### src/lfv_pkg.sv
// ----------------------------------------------------------------------------
// lfv_pkg
// Shared types, constants and the TLV check function of the LLTD frame
// TLV validator.
// ----------------------------------------------------------------------------
package lfv_pkg;

    // Header layout.
    localparam logic [4:0] HDR_LEN         = 5'd4;
    localparam logic [4:0] BASE_LEN        = 5'd14;
    localparam logic [4:0] DISC_FIXED_LEN  = 5'd4;
    localparam logic [4:0] HELLO_FIXED_LEN = 5'd14;
    localparam logic [4:0] POS_VERSION     = 5'd0;
    localparam logic [4:0] POS_SERVICE     = 5'd1;
    localparam logic [4:0] POS_FUNCTION    = 5'd3;

    // Header field values.
    localparam logic [7:0] HDR_VERSION     = 8'h01;
    localparam logic [7:0] SVC_DISCOVERY_MAX = 8'h01;
    localparam logic [7:0] SVC_QUICK       = 8'h02;
    localparam logic [7:0] FN_DISCOVER     = 8'h00;
    localparam logic [7:0] FN_HELLO        = 8'h01;
    localparam logic [7:0] FN_KNOWN_MAX    = 8'h0c;
    localparam logic [7:0] TLV_IPV4        = 8'h07;
    localparam logic [7:0] IPV4_LEN        = 8'd4;

    // Frame status codes.
    localparam logic [2:0] ST_OK          = 3'd0;
    localparam logic [2:0] ST_SHORT       = 3'd1;
    localparam logic [2:0] ST_BAD_VERSION = 3'd2;
    localparam logic [2:0] ST_BAD_SERVICE = 3'd3;
    localparam logic [2:0] ST_BAD_FUNC    = 3'd4;
    localparam logic [2:0] ST_STATIONS    = 3'd5;
    localparam logic [2:0] ST_TLV_OVERRUN = 3'd6;

    // Report kinds.
    localparam logic KIND_TLV    = 1'b0;
    localparam logic KIND_STATUS = 1'b1;

    // Configuration register indexes.
    localparam logic REG_HOST_ID_LENGTH = 1'b0;

    // Result queue depth.
    localparam int unsigned FIFO_DEPTH = 4;
    localparam int unsigned FIFO_AW    = $clog2(FIFO_DEPTH);

    typedef enum logic [2:0] {
        PH_HEADER   = 3'd0,
        PH_BASE     = 3'd1,
        PH_FIXED    = 3'd2,
        PH_STATIONS = 3'd3,
        PH_TLV_TYPE = 3'd4,
        PH_TLV_LEN  = 3'd5,
        PH_TLV_BODY = 3'd6,
        PH_SKIP     = 3'd7
    } t_lfv_phase;

    typedef struct packed {
        logic [7:0] data_byte;
        logic       last_byte;
    } t_lfv_in;

    typedef struct packed {
        logic        report_kind;
        logic [7:0]  tlv_type;
        logic [7:0]  tlv_length;
        logic        type_known;
        logic        length_ok;
        logic [31:0] ipv4_value;
        logic [2:0]  frame_status;
        logic [7:0]  service_type;
        logic [7:0]  function_code;
        logic        end_of_run;
    } t_lfv_out;

    // Up to two results written into the result queue in one cycle.
    typedef struct packed {
        logic [1:0] count;
        t_lfv_out   res0;
        t_lfv_out   res1;
    } t_lfv_push;

    // True when an 8-bit value is a multiple of six: even, and the sum of
    // its base-4 digits is a multiple of three.
    function automatic logic mult_of_six(input logic [7:0] l);
        logic [3:0] s;
        s = {2'b00, l[1:0]} + {2'b00, l[3:2]} + {2'b00, l[5:4]} + {2'b00, l[7:6]};
        return !l[0] && (s == 4'd0 || s == 4'd3 || s == 4'd6 || s == 4'd9 ||
                         s == 4'd12);
    endfunction

    // Bit 1: type known, bit 0: length meets the rule for the type.
    function automatic logic [1:0] check_tlv(input logic [7:0] t,
                                             input logic [7:0] l,
                                             input logic [4:0] host_len);
        logic ok;
        logic known;
        ok    = 1'b0;
        known = 1'b1;
        case (t)
            8'h00, 8'h11: ok = 1'b1;
            8'h01: ok = (l == {3'b000, host_len});
            8'h02, 8'h09, 8'h19: ok = (l == 8'd2);
            8'h03, 8'h07, 8'h0c, 8'h0d, 8'h14: ok = (l == 8'd4);
            8'h04, 8'h15: ok = (l == 8'd1);
            8'h05: ok = (l == 8'd6);
            8'h06: ok = (l <= 8'd32);
            8'h08, 8'h12: ok = (l == 8'd16);
            8'h0a: ok = (l == 8'd8);
            8'h0e, 8'h13, 8'h16, 8'h18, 8'h1a, 8'h1c: ok = (l == 8'd0);
            8'h0f: ok = (l >= 8'd2) && (l <= 8'd32);
            8'h10: ok = (l >= 8'd1) && (l <= 8'd64);
            8'h1b: ok = mult_of_six(l);
            default: known = 1'b0;
        endcase
        return {known, ok};
    endfunction

endpackage

### src/lfv_parser.sv
// ----------------------------------------------------------------------------
// lfv_parser
// Input register and frame parser: while the result queue has room, one byte
// per cycle updates the parse state and emits up to two results toward the queue.
// ----------------------------------------------------------------------------
module lfv_parser
    import lfv_pkg::*;
(
    input  logic      i_clk,
    input  logic      i_rst_n,
    input  logic      i_in_valid,
    output logic      o_in_ready,
    input  t_lfv_in   i_in_data,
    input  logic [4:0] i_host_id_length,
    input  logic      i_space_ok,
    output t_lfv_push o_push
);

    // Input register.
    logic    r_valid;
    t_lfv_in r_in;

    // Parse state.
    t_lfv_phase  r_phase, n_phase;
    logic [4:0]  r_pos, n_pos;
    logic [7:0]  r_version, n_version;
    logic [7:0]  r_service, n_service;
    logic [7:0]  r_function, n_function;
    logic [7:0]  r_type, n_type;
    logic [7:0]  r_length, n_length;
    logic [7:0]  r_remain, n_remain;
    logic [2:0]  r_mod6, n_mod6;
    logic [31:0] r_addr, n_addr;
    logic [2:0]  r_err, n_err;

    logic       fire;
    logic       tlv_fire;
    logic [4:0] pos_inc;
    logic [4:0] need;
    logic [2:0] end_status;
    logic [1:0] chk;
    t_lfv_out   tlv_res;
    t_lfv_out   st_res;

    assign fire       = r_valid && i_space_ok;
    assign o_in_ready = !r_valid || i_space_ok;

    // Input register takes a new byte whenever the current one moves on.
    always_ff @(posedge i_clk) begin
        if (!i_rst_n) begin
            r_valid <= 1'b0;
        end else if (o_in_ready) begin
            r_valid <= i_in_valid;
        end
    end

    always_ff @(posedge i_clk) begin
        if (o_in_ready && i_in_valid) begin
            r_in <= i_in_data;
        end
    end

    // Next parse state for the registered byte.
    always_comb begin
        n_phase    = r_phase;
        n_pos      = r_pos;
        n_version  = r_version;
        n_service  = r_service;
        n_function = r_function;
        n_type     = r_type;
        n_length   = r_length;
        n_remain   = r_remain;
        n_mod6     = r_mod6;
        n_addr     = r_addr;
        n_err      = r_err;
        tlv_fire   = 1'b0;
        pos_inc    = r_pos + 5'd1;
        need       = (r_function == FN_DISCOVER) ? DISC_FIXED_LEN : HELLO_FIXED_LEN;

        case (r_phase)
            PH_HEADER: begin
                if (r_pos == POS_VERSION) n_version = r_in.data_byte;
                if (r_pos == POS_SERVICE) n_service = r_in.data_byte;
                if (r_pos == POS_FUNCTION) n_function = r_in.data_byte;
                n_pos = pos_inc;
                if (pos_inc >= HDR_LEN) begin
                    n_pos = '0;
                    if (n_version != HDR_VERSION) begin
                        n_err   = ST_BAD_VERSION;
                        n_phase = PH_SKIP;
                    end else if (n_service <= SVC_DISCOVERY_MAX) begin
                        n_phase = PH_BASE;
                    end else if (n_service == SVC_QUICK) begin
                        n_err   = ST_OK;
                        n_phase = PH_SKIP;
                    end else begin
                        n_err   = ST_BAD_SERVICE;
                        n_phase = PH_SKIP;
                    end
                end
            end
            PH_BASE: begin
                n_pos = pos_inc;
                if (pos_inc >= BASE_LEN) begin
                    n_pos = '0;
                    if (r_function <= FN_HELLO) begin
                        n_phase = PH_FIXED;
                    end else if (r_function <= FN_KNOWN_MAX) begin
                        n_err   = ST_OK;
                        n_phase = PH_SKIP;
                    end else begin
                        n_err   = ST_BAD_FUNC;
                        n_phase = PH_SKIP;
                    end
                end
            end
            PH_FIXED: begin
                n_pos = pos_inc;
                if (pos_inc >= need) begin
                    n_pos   = '0;
                    n_mod6  = '0;
                    n_phase = (r_function == FN_DISCOVER) ? PH_STATIONS : PH_TLV_TYPE;
                end
            end
            PH_STATIONS: begin
                n_mod6 = (r_mod6 >= 3'd5) ? 3'd0 : r_mod6 + 3'd1;
            end
            PH_TLV_TYPE: begin
                n_type  = r_in.data_byte;
                n_addr  = '0;
                n_phase = PH_TLV_LEN;
            end
            PH_TLV_LEN: begin
                n_length = r_in.data_byte;
                n_remain = r_in.data_byte;
                if (r_in.data_byte == 8'd0) begin
                    tlv_fire = 1'b1;
                    n_phase  = PH_TLV_TYPE;
                end else begin
                    n_phase = PH_TLV_BODY;
                end
            end
            PH_TLV_BODY: begin
                if (r_type == TLV_IPV4) n_addr = {r_addr[23:0], r_in.data_byte};
                if (r_remain != 8'd0) n_remain = r_remain - 8'd1;
                if (n_remain == 8'd0) begin
                    tlv_fire = 1'b1;
                    n_phase  = PH_TLV_TYPE;
                end
            end
            default: begin
            end
        endcase
    end

    // Frame status from the state left after this byte.
    always_comb begin
        case (n_phase)
            PH_STATIONS: end_status = (n_mod6 != 3'd0) ? ST_STATIONS : ST_OK;
            PH_TLV_TYPE, PH_TLV_LEN: end_status = ST_OK;
            PH_TLV_BODY: end_status = ST_TLV_OVERRUN;
            PH_SKIP: end_status = n_err;
            default: end_status = ST_SHORT;
        endcase
    end

    // Build the two possible results.
    assign chk = check_tlv(n_type, n_length, i_host_id_length);

    always_comb begin
        tlv_res               = '0;
        tlv_res.report_kind   = KIND_TLV;
        tlv_res.tlv_type      = n_type;
        tlv_res.tlv_length    = n_length;
        tlv_res.type_known    = chk[1];
        tlv_res.length_ok     = chk[0];
        tlv_res.ipv4_value    = (n_type == TLV_IPV4 && n_length == IPV4_LEN) ? n_addr : '0;
        tlv_res.frame_status  = ST_OK;
        tlv_res.service_type  = n_service;
        tlv_res.function_code = n_function;
        tlv_res.end_of_run    = !r_in.last_byte;

        st_res               = '0;
        st_res.report_kind   = KIND_STATUS;
        st_res.frame_status  = end_status;
        st_res.service_type  = n_service;
        st_res.function_code = n_function;
        st_res.end_of_run    = 1'b1;
    end

    // Queue write: the TLV report comes before the status report.
    always_comb begin
        o_push = '0;
        if (fire) begin
            o_push.count = {1'b0, tlv_fire} + {1'b0, r_in.last_byte};
            o_push.res0  = tlv_fire ? tlv_res : st_res;
            o_push.res1  = st_res;
        end
    end

    // Parse state register; the final byte returns it to the reset values.
    always_ff @(posedge i_clk) begin
        if (!i_rst_n || (fire && r_in.last_byte)) begin
            r_phase    <= PH_HEADER;
            r_pos      <= '0;
            r_version  <= '0;
            r_service  <= '0;
            r_function <= '0;
            r_type     <= '0;
            r_length   <= '0;
            r_remain   <= '0;
            r_mod6     <= '0;
            r_addr     <= '0;
            r_err      <= ST_OK;
        end else if (fire) begin
            r_phase    <= n_phase;
            r_pos      <= n_pos;
            r_version  <= n_version;
            r_service  <= n_service;
            r_function <= n_function;
            r_type     <= n_type;
            r_length   <= n_length;
            r_remain   <= n_remain;
            r_mod6     <= n_mod6;
            r_addr     <= n_addr;
            r_err      <= n_err;
        end
    end

endmodule

### src/lfv_out_fifo.sv
// ----------------------------------------------------------------------------
// lfv_out_fifo
// Result queue that takes up to two results per cycle and hands out one
// result per output transfer.
// ----------------------------------------------------------------------------
module lfv_out_fifo
    import lfv_pkg::*;
(
    input  logic      i_clk,
    input  logic      i_rst_n,
    input  t_lfv_push i_push,
    output logic      o_space_ok,
    output logic      o_out_valid,
    input  logic      i_out_ready,
    output t_lfv_out  o_out_data
);

    t_lfv_out r_mem [FIFO_DEPTH];
    logic [FIFO_AW-1:0] r_wr_ptr;
    logic [FIFO_AW-1:0] r_rd_ptr;
    logic [FIFO_AW:0]   r_count;
    logic               pop;
    logic [FIFO_AW-1:0] wr_ptr1;

    assign o_out_valid = (r_count != '0);
    assign o_out_data  = r_mem[r_rd_ptr];
    assign pop         = o_out_valid && i_out_ready;
    assign wr_ptr1     = r_wr_ptr + 1'b1;

    // Room for two results, without counting a transfer in the same cycle.
    assign o_space_ok = (r_count <= (FIFO_AW + 1)'(FIFO_DEPTH - 2));

    // Pointer and fill count.
    always_ff @(posedge i_clk) begin
        if (!i_rst_n) begin
            r_wr_ptr <= '0;
            r_rd_ptr <= '0;
            r_count  <= '0;
        end else begin
            r_wr_ptr <= r_wr_ptr + FIFO_AW'(i_push.count);
            if (pop) r_rd_ptr <= r_rd_ptr + 1'b1;
            r_count <= r_count + (FIFO_AW + 1)'(i_push.count) -
                       (FIFO_AW + 1)'(pop);
        end
    end

    // Result storage.
    always_ff @(posedge i_clk) begin
        if (i_push.count != 2'd0) r_mem[r_wr_ptr] <= i_push.res0;
        if (i_push.count == 2'd2) r_mem[wr_ptr1] <= i_push.res1;
    end

endmodule

### src/lltd_frame_tlv_validator.sv
// ----------------------------------------------------------------------------
// lltd_frame_tlv_validator
// LLTD payload parser that reports each completed TLV and the status of
// every frame.
// ----------------------------------------------------------------------------
// The block takes one payload byte per cycle on the input channel, with a
// flag on the final byte of the frame. Each byte is held in the input
// register while the parse logic works on it, and its results are written
// into the result queue that drives the output. A byte yields no
// result, a TLV report, a frame status report, or both (TLV first), and a
// four-entry result queue absorbs them, so bytes are taken at one per
// cycle while the output side keeps up; the input stalls only when the
// queue holds more than two results. HostID length sits at byte address 0
// of the register port and is to be written only while no frame is in
// flight.
// ----------------------------------------------------------------------------
module lltd_frame_tlv_validator
    import lfv_pkg::*;
(
    input  logic        i_clk,
    input  logic        i_rst_n,
    input  logic        i_in_valid,
    output logic        o_in_ready,
    input  t_lfv_in     i_in_data,
    output logic        o_out_valid,
    input  logic        i_out_ready,
    output t_lfv_out    o_out_data,
    input  logic        psel,
    input  logic        penable,
    input  logic        pwrite,
    input  logic [2:0]  paddr,
    input  logic [31:0] pwdata,
    output logic [31:0] prdata,
    output logic        pready
);

    logic [4:0] r_host_id_length;
    logic       reg_sel;
    logic       space_ok;
    t_lfv_push  push;

    // Register port.
    assign pready  = 1'b1;
    assign reg_sel = (paddr[2] == REG_HOST_ID_LENGTH);
    assign prdata  = reg_sel ? {27'd0, r_host_id_length} : 32'd0;

    always_ff @(posedge i_clk) begin
        if (!i_rst_n) begin
            r_host_id_length <= 5'd6;
        end else if (psel && penable && pwrite && pready && reg_sel) begin
            r_host_id_length <= pwdata[4:0];
        end
    end

    lfv_parser u_parser (
        .i_clk           (i_clk),
        .i_rst_n         (i_rst_n),
        .i_in_valid      (i_in_valid),
        .o_in_ready      (o_in_ready),
        .i_in_data       (i_in_data),
        .i_host_id_length(r_host_id_length),
        .i_space_ok      (space_ok),
        .o_push          (push)
    );

    lfv_out_fifo u_out_fifo (
        .i_clk      (i_clk),
        .i_rst_n    (i_rst_n),
        .i_push     (push),
        .o_space_ok (space_ok),
        .o_out_valid(o_out_valid),
        .i_out_ready(i_out_ready),
        .o_out_data (o_out_data)
    );

endmodule

### config.mk
export PLATFORM = sky130hd
export DESIGN_NAME = lltd_frame_tlv_validator
export DESIGN_NICKNAME = d
export VERILOG_FILES = /design/src/lfv_pkg.sv /design/src/lfv_parser.sv /design/src/lfv_out_fifo.sv /design/src/lltd_frame_tlv_validator.sv
export SDC_FILE = /design/constraint.sdc
export NUM_CORES = 1
export LEC_CHECK = 0
export ABC_CLOCK_PERIOD_IN_PS = 9400
export BUFFER_PORTS_ARGS = -buffer_cell sky130_fd_sc_hd__buf_4
export CELL_PAD_IN_SITES_DETAIL_PLACEMENT = 0
export CELL_PAD_IN_SITES_GLOBAL_PLACEMENT = 1
export CORE_AREA = 2 2 210 212
export CTS_BUF_LIST = sky130_fd_sc_hd__clkbuf_2 sky130_fd_sc_hd__clkbuf_4 sky130_fd_sc_hd__clkbuf_8
export DETAILED_ROUTE_END_ITERATION = 12
export DIE_AREA = 0 0 212 214
export PLACE_DENSITY = 0.73
export SYNTH_ARGS = -nofsm -noshare
export SYNTH_HDL_FRONTEND = slang
export SYNTH_SLANG_ARGS = --single-unit
### constraint.sdc
create_clock -name i_clk -period 9.4 [get_ports i_clk]
set_input_delay 1.88 -clock i_clk [delete_from_list [all_inputs] [get_ports i_clk]]
set_output_delay 1.88 -clock i_clk [all_outputs]
set_load 0.05 [all_outputs]
* Word level (Yosys, flattened, before mapping)
Memories as Yosys holds them, arrays and structs flattened. A register that Yosys moved wholly into a read port is not among the register bits. Index checks and enable logic that the tools add are counted.
Operators by class: $add $sub $neg 12, $mul 0, div/mod/pow operators 0, magnitude comparators 12, equal/unequal tests 54, shift operators 0, multiplexer cells 57, bitwise operators 1, reductions and logical operators 46
Operators by type and width (count):
- $mux W144 | 1
- $eq A8 B5 Y1 const B | 13
- $mux W8 | 11
- $mux W71 | 1
- $eq A8 B4 Y1 const B | 8
- $mux W32 | 2
- $pmux W32 S2 | 1
- $eq A8 B3 Y1 const B | 7
- $mux W3 | 17
- $logic_not A8 Y1 | 5
- $eq A8 B2 Y1 const B | 4
- $reduce_or A27 Y1 | 1
- $eq A3 B3 Y1 const B | 7
- $mux W5 | 4
- $pmux W3 S6 | 1
- $eq A8 B1 Y1 const B | 2
- $le A8 B1 Y1 const B | 2
- $pmux W8 S2 | 1
- $pmux W5 S3 | 1
- $pmux W1 S13 | 1
- $pmux W3 S2 | 2
- $pmux W3 S4 | 1
- $logic_and A1 B1 Y1 | 11
- $eq A3 B2 Y1 const B | 3
- other kinds (47) | 75
Word-level totals: register bits after elaboration 116, latch bits 0, memory bits (writable) 284, bits in read-only memories 0, bits of input ports 51, output and inout port bits 106, logic and storage cells 201, memories kept 1
Memory list:
- u_out_fifo.r_mem | depth 4, bits a word 71, read ports 1, clocked after memory_dff 1, wr ports 2, RTL line lfv_out_fifo.sv:18 | t_lfv_out r_mem [FIFO_DEPTH];

* Longest topological paths before layout
Gate-level depths: netlist of run 1.
depth after elaboration 17, depth in mapped cells 21, mapped depth without buffers 19

* Cells and area by module
From an unflattened synthesis of run 1, not the netlist that was laid out.
Unflattened totals: cell total of the unflattened synthesis 1805, area total of the unflattened synthesis 22385.2 sq um
Modules (own cells, without submodules):
- lfv_out_fifo | times used 1, cells each 737, area each 14343.8 sq um, seq. area each 8708.4 sq um
- lfv_parser | times used 1, cells each 1010, area each 7557.2 sq um, seq. area each 2172.1 sq um
- lltd_frame_tlv_validator | times used 1, cells each 58, area each 484.2 sq um, seq. area each 100.1 sq um

* Worst setup path after synthesis of run 1
No wires, ideal clock.
path type input to output, start point in paddr[2], end point out prdata[1], arrival 2.569 ns, data required time 7.520 ns, setup slack 4.951 ns, stages on the path 1, buffers on the path 0, cell sequence nor2b_1
On the way: longest elaborated chain between the ends 1
Ends and longest elaborated chain:
- from (decl) | RTL line lltd_frame_tlv_validator.sv:31 | input logic [2:0] paddr,
- $mux W5 | RTL line lltd_frame_tlv_validator.sv:45 | assign prdata = reg_sel ? {27'd0, r_host_id_length} : 32'd0;
- to (decl) | RTL line lltd_frame_tlv_validator.sv:33 | output logic [31:0] prdata,
Every way passes these cells.

==> metrics, run 1 <==
Synth Cell Area 18720 um^2; Bufs on Longest Clock Path 3; Design Power 4.378 mW; GR Overflow Total 0; Leak about 7.6 nW; syn avg cell area 9.409 um^2; Worst path slowest cell mux2i_1; switching share of power 30.46%; ratio of cells with drive above 1 in the final layout 18.29%; power share of the clock group 38.2%; Switch Pwr 1.333 mW; hold worst-path end u_out_fifo.r_mem[0][37]; Comb pwr share 18.6%; register area 8986 um^2; PD cells 206.9 nW/um^2; Yosys warnings 0; r2r setup slk approximately 3.7 ns; DRC Markers 0; sequential area share after synthesis 47.97%; Max Cap Viol 0; worst endpoint required time 9.92 ns; Int Power about 3.0 mW; worst hold stages 2; path depth of the worst reg2reg path 18; drt total wl 51470 um; Place WS 3.676 ns; EDFF count, synth slightly above 90; TritonCTS buffer count 70; hold_sp u_out_fifo.r_mem[0][37]; Synth cell types 89; starting density of the core between 40% and 50%; Core ar. 42890 um^2; Starting DRT DRC Count between 1k and 1.5k; Port Buffers 99; Most used DFF post-synth dfxtp_1; RSZ-0062 raised after global routing no; area taken by multi-input logic gates 8890 um^2; final-report max-slew violation count 0; CP endpoint kind register; routed vias around 15k; Placed Cells incl. Taps 2556; worst-margin pin slew around 1.2 ns; Crit Path Max Fanout 18; min cycle time layout 5.732 ns; # fillers ~4.0k; DR vias/cell between 5 and 6; final hold slack about 0.44 ns; Slew headroom 21.00%; Fmax achieved 174.5 MHz; Worst Slack Setup Final 3.668 ns; CP Launch Type register; critical path class register to register; Async S/R FF share, synth 0%; setup bufs post-CTS 0; 1st-pass router iterations 5; die area between 40000 and 50000 um^2; CP cell instances and3b_1 > mux2i_1 > nor2_1 > fa_1 > inv_1 > fa_1 > inv_1 > ha_1 > inv_1 > fa_1 > xnor2_1 > o21ai_0 > nand4b_1 > a211oi_1 > a31oi_1 > o211ai_1 > a41oi_2 > o31ai_1; cts repair resizes 0; die width 212 um; Final Setup Violations 0; final period utilization between 60% and 70%; CTS root buffer clkbuf_8; largest net degree at the start of global routing slightly below 70; Worst Skew 0.03297 ns; CTS Hold Buffers Added 0; Syn Inst Count approximately 2.0k; RR Endpoint u_out_fifo.r_mem[3][52]; Max IR drop VDD 105.6 uV; R2R Path Start u_parser.r_phase[0]; gpl congestion 0.8918; run status complete, no violations; final hold vios 0; final-stage net count ~2.1k; Cell Count, Final, Fillers Out 2685; initial antenna violation count 0; Worst Hold Class register to register; I/O Pins 157; total number of H-tree levels 3; setup TNS 0 ns; Clock transition at path regs 0.07 ns; vias in the first global route 14.63k; die height 214 um; # rows 76; latest clock arrival within the worst-skew pair 0.63 ns; ANT nets after route 0; first-pass GRT wire length 81310 um; detailed placement HPWL 32040 um; CTS tree built; crit-path max cell delay 0.82 ns; Yosys reg bits ~400; sequential power share 43.2%; Worst Path Arrival 6.26 ns; per-cell routed wire length 19.17 um; clock sink total about 400; diodes inserted 0; Area Overhead vs Synth 13.08%; Critical Path Source u_parser.r_phase[0]; Tot GR Track Use 22.74%
==> sequential cells by signal (all words and copies together), names as in the netlist, named ones only <==
signal               cells
u_out_fifo.r_wr_ptr      2
u_parser.r_pos           5
u_parser.r_remain        8
u_parser.r_addr         32
u_parser.r_phase         3
u_parser.r_valid         1
r_host_id_length         5
u_parser.r_function      8
u_parser.r_mod6          3
u_parser.r_service       8
u_parser.r_version       8
u_parser.r_in            9
u_out_fifo.r_rd_ptr      2
u_parser.r_length        8
u_parser.r_err           3
u_out_fifo.r_mem       284
u_out_fifo.r_count       3
u_parser.r_type          8
==> cells by family (layout without fill, tap and decap cells) <==
logic type / count (synthesis) / after routing / synth area share [%]
AOI/OAI and AO/OA: 471 / 471 / 15.24
xor gates and xnor gates: 24 / 24 / 1.123
adders and majority gates: 20 / 20 / 1.538
buffers and inverters: 206 / 291 / 5.288
DFF: 402 / 402 / 47.97
muxes: 119 / 119 / 11.22
other: 2 / 28 / 0.04013
and+or+nand+nor: 745 / 745 / 17.57
==> critical path: cells and delay by family (launching register included) <==
kind | cells | cell delay [ns]
compound gates | 6 | 1.18
xor+xnor | 1 | 0.14
fa+ha+maj | 4 | 1.62
buf+inv | 3 | 0.17
flops | 1 | 0.73
mux | 1 | 0.82
simple gates | 3 | 0.98
==> worst max path at each step <==
stage	end	slack, ns
2_1_floorplan	prdata[1]	4.95
3_3_place_gp	u_out_fifo.r_mem[0][52]	3.78
3_5_place_dp	u_out_fifo.r_mem[3][52]	3.68
4_1_cts	u_out_fifo.r_mem[3][52]	3.65
5_1_grt	u_out_fifo.r_mem[1][52]	3.27
6_report	u_out_fifo.r_mem[3][52]	3.67
==> Yosys cell counts, types with 25 or more instances <==
library cell	instances	area share, %
mux4_2	71	8.5
nor2_1	233	4.7
nand2_1	340	6.8
o21ai_0	105	2.8
o21ai_1	123	3.3
a21oi_1	84	2.2
dfxtp_1	309	33
nor2b_1	25	0.84
buf_4	29	1.2
clkbuf_1	109	2.2
inv_1	36	0.72
edfxtp_1	93	15
nor3_1	30	0.80
mux2i_1	31	1.7
a22oi_1	38	1.5
==> stage by stage <==
step | area (um^2) | utilization [%]
finish | 21160 | 49.35
global route | 21160 | 49.35
CTS | 21160 | 49.35
detailed placement | 19690 | 45.90
global placement | 19690 | 45.90
floorplan | 18810 | -
==> cells in the final DEF (no fill, tap or decap), types with 15 or more instances in the layout <==
cell type and count:
a22oi_1 38, a21oi_1 84, mux4_2 71, mux2_2 17, clkbuf_4 33, o21ai_1 121, a211oi_1 20, inv_1 36
ha_1 15, buf_4 125, mux2i_1 31, nor2b_1 25, o21ai_0 105, conb_1 28, clkbuf_8 80, nor3_1 29
nor2_1 233, edfxtp_1 93, nand3_1 17, nand2_1 334, dfxtp_1 307, or3_1 15
==> power by group through the flow <==
stage | registers [mW] | logic [mW] | clock network (mW)
after floorplan | 1.86 | 0.662 | 0
after global placement | 1.93 | 0.811 | 0
after detailed placement | 1.93 | 0.818 | 0
after CTS | 1.90 | 0.820 | 1.71
after global routing | 1.90 | 0.879 | 1.78
final | 1.89 | 0.814 | 1.67
==> metal layers <==
metal / part of all wire (%) / track usage (%)
met3: 4.5 / 3.856
met5: 0 / 0
met2: 47 / 37.60
met1: 46 / 30.82
met4: 2.0 / 5.986
==> cell type report <==
type | instances | share of cell area [%]
flip-flops and latches | 402 | 42.46
multi-input cells | 1407 | 42.00
clock buffers | 113 | 6.373
repair buffers | 125 | 4.434
well taps | 585 | 3.458
inverters | 37 | 0.6562
clock inverters | 16 | 0.6148
Note: power is estimated with default switching activity, not from simulation.
==> run 2, diff against run 1 <==
--- a/config.mk
+++ b/config.mk
@@ -5,7 +5,7 @@
 export SDC_FILE = /design/constraint.sdc
 export NUM_CORES = 1
 export LEC_CHECK = 0
-export ABC_CLOCK_PERIOD_IN_PS = 9400
+export ABC_CLOCK_PERIOD_IN_PS = 4750
 export BUFFER_PORTS_ARGS = -buffer_cell sky130_fd_sc_hd__buf_4
 export CELL_PAD_IN_SITES_DETAIL_PLACEMENT = 0
 export CELL_PAD_IN_SITES_GLOBAL_PLACEMENT = 1
@@ -13,7 +13,7 @@
 export CTS_BUF_LIST = sky130_fd_sc_hd__clkbuf_2 sky130_fd_sc_hd__clkbuf_4 sky130_fd_sc_hd__clkbuf_8
 export DETAILED_ROUTE_END_ITERATION = 12
 export DIE_AREA = 0 0 212 214
-export PLACE_DENSITY = 0.73
+export PLACE_DENSITY = 0.76
 export SYNTH_ARGS = -nofsm -noshare
 export SYNTH_HDL_FRONTEND = slang
 export SYNTH_SLANG_ARGS = --single-unit
==> constraint.sdc (replaced) <==
create_clock -name i_clk -period 4.75 [get_ports i_clk]
set_input_delay 0.95 -clock i_clk [delete_from_list [all_inputs] [get_ports i_clk]]
set_output_delay 0.95 -clock i_clk [all_outputs]
set_load 0.05 [all_outputs]
==> metrics, run 2 (same netlist as run 1, synthesis figures left out) <==
total number of H-tree levels 3 (unchanged); CTS tree built; vias in the first global route 14.63k (+0.048%); CP endpoint kind register; Critical Path Source u_parser.r_remain[0]; Slew headroom 24.66% (+3.7 points); Port Buffers 99 (unchanged); 1st-pass router iterations 5 (unchanged); die area 45370 um^2 (unchanged); latest clock arrival within the worst-skew pair 0.62 ns (about the same); starting density of the core 43.64% (unchanged); worst endpoint required time 4.97 ns (-4.95 ns); Max Cap Viol 0 (unchanged); Crit Path Max Fanout 21 (+3); Leak 7.796 nW (+2.1%); Final Setup Violations 0 (unchanged); first-pass GRT wire length 80810 um (-0.61%); Fmax achieved 230.9 MHz (+32%); die height 214 um (unchanged); final period utilization 91.16% (+30 points); Metal-1 WL 22350 um (-6.0%); CTS root buffer clkbuf_8; gpl congestion 0.8749 (-1.9%); initial antenna violation count 0 (unchanged); DR top layer met4; max reg flops 284 (unchanged); power share of the clock group 37.2% (-1.0 points); Worst Hold Class register to register; drt total wl 50820 um (-1.3%); Design Power 8.585 mW (+96%); Worst Slack Setup Final 0.4199 ns (-3.248 ns); setup TNS 0 ns (unchanged); routed wl met2 24610 um (+1.2%); die width 212 um (unchanged); clock sink total 402 (unchanged); ANT nets after route 0 (unchanged); Tot GR Track Use 22.52% (-0.21 points); worst-margin pin slew 1.102 ns (-0.05347 ns); I/O Pins 157 (unchanged); min cycle time layout 4.330 ns (-1.402 ns); detailed placement HPWL 32850 um (+2.5%); final-stage net count 2145 (+1.5%); Comb pwr share 18.7% (about the same); sequential power share 44.1% (+0.9 points); most frequent cells in the layout 338 x nand2_1, 307 x dfxtp_1, 233 x nor2_1, 151 x buf_4, 121 x o21ai_1; most common cell after layout, fill and taps aside nand2_1; DRC Markers 0 (unchanged); hold_sp u_out_fifo.r_mem[2][37]; per-cell routed wire length 18.75 um (-2.2%); Max IR drop VDD 172.4 uV (+63%); Worst Path Arrival 4.55 ns (-1.71 ns); Int Power 5.994 mW (+97%); GR Overflow Total 0 (unchanged); Worst Skew 0.02831 ns (-0.004653 ns); TritonCTS buffer count 69 (-1.4%); final hold vios 0 (unchanged); PD cells 401.0 nW/um^2 (+94%); Switch Pwr 2.591 mW (+94%); # rows 76 (unchanged); final-report max-slew violation count 0 (unchanged); Place WS 0.4114 ns (-3.264 ns); biggest regs u_out_fifo.r_mem x284, u_parser.r_addr x32, u_parser.r_in x9; Bufs on Longest Clock Path 3 (unchanged); Biggest register u_out_fifo.r_mem; largest net degree at the start of global routing 67 (-2.9%); routed vias 14.88k (+0.81%); ratio of cells with drive above 1 in the final layout 19.20% (+0.91 points); DR vias/cell 5.490 (-0.12%); R2R Path Start u_parser.r_remain[0]; Clock transition at path regs 0.06 ns (about the same); diodes inserted 0 (unchanged); RSZ-0062 raised after global routing no; met3 wire len 2803 um (+20%); switching share of power 30.18% (-0.28 points); critical path class register to register; Core ar. 42890 um^2 (unchanged); Starting DRT DRC Count 1056 (-4.3%); Area Overhead vs Synth 14.40%; run status complete, no violations; CP Launch Type register
==> run 2: changes by cell type in the layout (fill, tap and decap cells not counted), sizes merged <==
cell      before  now
buf          125  157
bufinv         1    0
clkbuf       113  111
clkinv        10    8
clkinvlp       3    1
==> run 2: layout make-up <==
class | instances | area, um^2
sequential | 402 | 8986
timing repair buffer | 157 | 1254
clock inverter | 11 | 62.56
fill | 4028 | 21480
clock buffer | 111 | 1353
tap | 585 | 732.0
multi-input combinational | 1407 | 8885
inverter | 37 | 138.9
==> run 2: what timing repair did <==
| item | in CTS | in global routing |
|---|---|---|
| hold buffers | 0 | 0 |
| gates resized for setup | 0 | 2 |
| endpoints found under the setup margin | 0 | 4 |
| setup buffers | 0 | 0 |
==> run 2: path summary, 6_finish.rpt <==
check | depth (start not counted) | slack [ns] | endpoint
hold reg to reg | 2 | 0.44 | u_out_fifo.r_mem[2][37]
setup reg to reg | 12 | 0.42 | u_out_fifo.r_mem[2][16]
setup / recovery | 12 | 0.42 | u_out_fifo.r_mem[2][16]
hold / removal | 2 | 0.44 | u_out_fifo.r_mem[2][37]
==> run 2: per-layer routing <==
layer / vias up / track usage [%]
li1: 7180 / -
met1: 7216 / 30.41
met2: 408 / 36.84
met3: 74 / 3.621
met4: 0 / 7.371
met5: - / 0
==> run 2: power by group through the flow <==
stage                     Sequential (mW)  Clock (mW)  Combinational, mW
after global routing                 3.81        3.44               1.73
after global placement               3.86           0               1.60
after floorplan                      3.69           0               1.31
after CTS                            3.79        3.27               1.61
final                                3.79        3.20               1.60
after detailed placement             3.87           0               1.61
==> run 2: through the flow <==
stage	area (um^2)	instances	hold slack [ns]	util (%)
detailed placement	19990	2588	0.4391	46.61
global placement	19990	2588	0.4294	46.61
CTS	21410	2710	0.4475	49.91
floorplan	18810	2015	0.4196	-
finish	21410	2710	0.4447	49.92
global route	21410	2710	0.4616	49.92
==> run 2: worst max-delay path, cell delays in order (launching register included) <==
cell      delay, ns
dfxtp_1        0.41
inv_2          0.08
ha_1           0.26
xor2_1         0.15
or4_1          0.40
a221o_1        0.37
a211oi_2       0.43
or2_2          0.22
ha_1           0.28
nor2b_1        0.19
and3_2         0.26
o21ai_4        0.08
inv_1          0.81
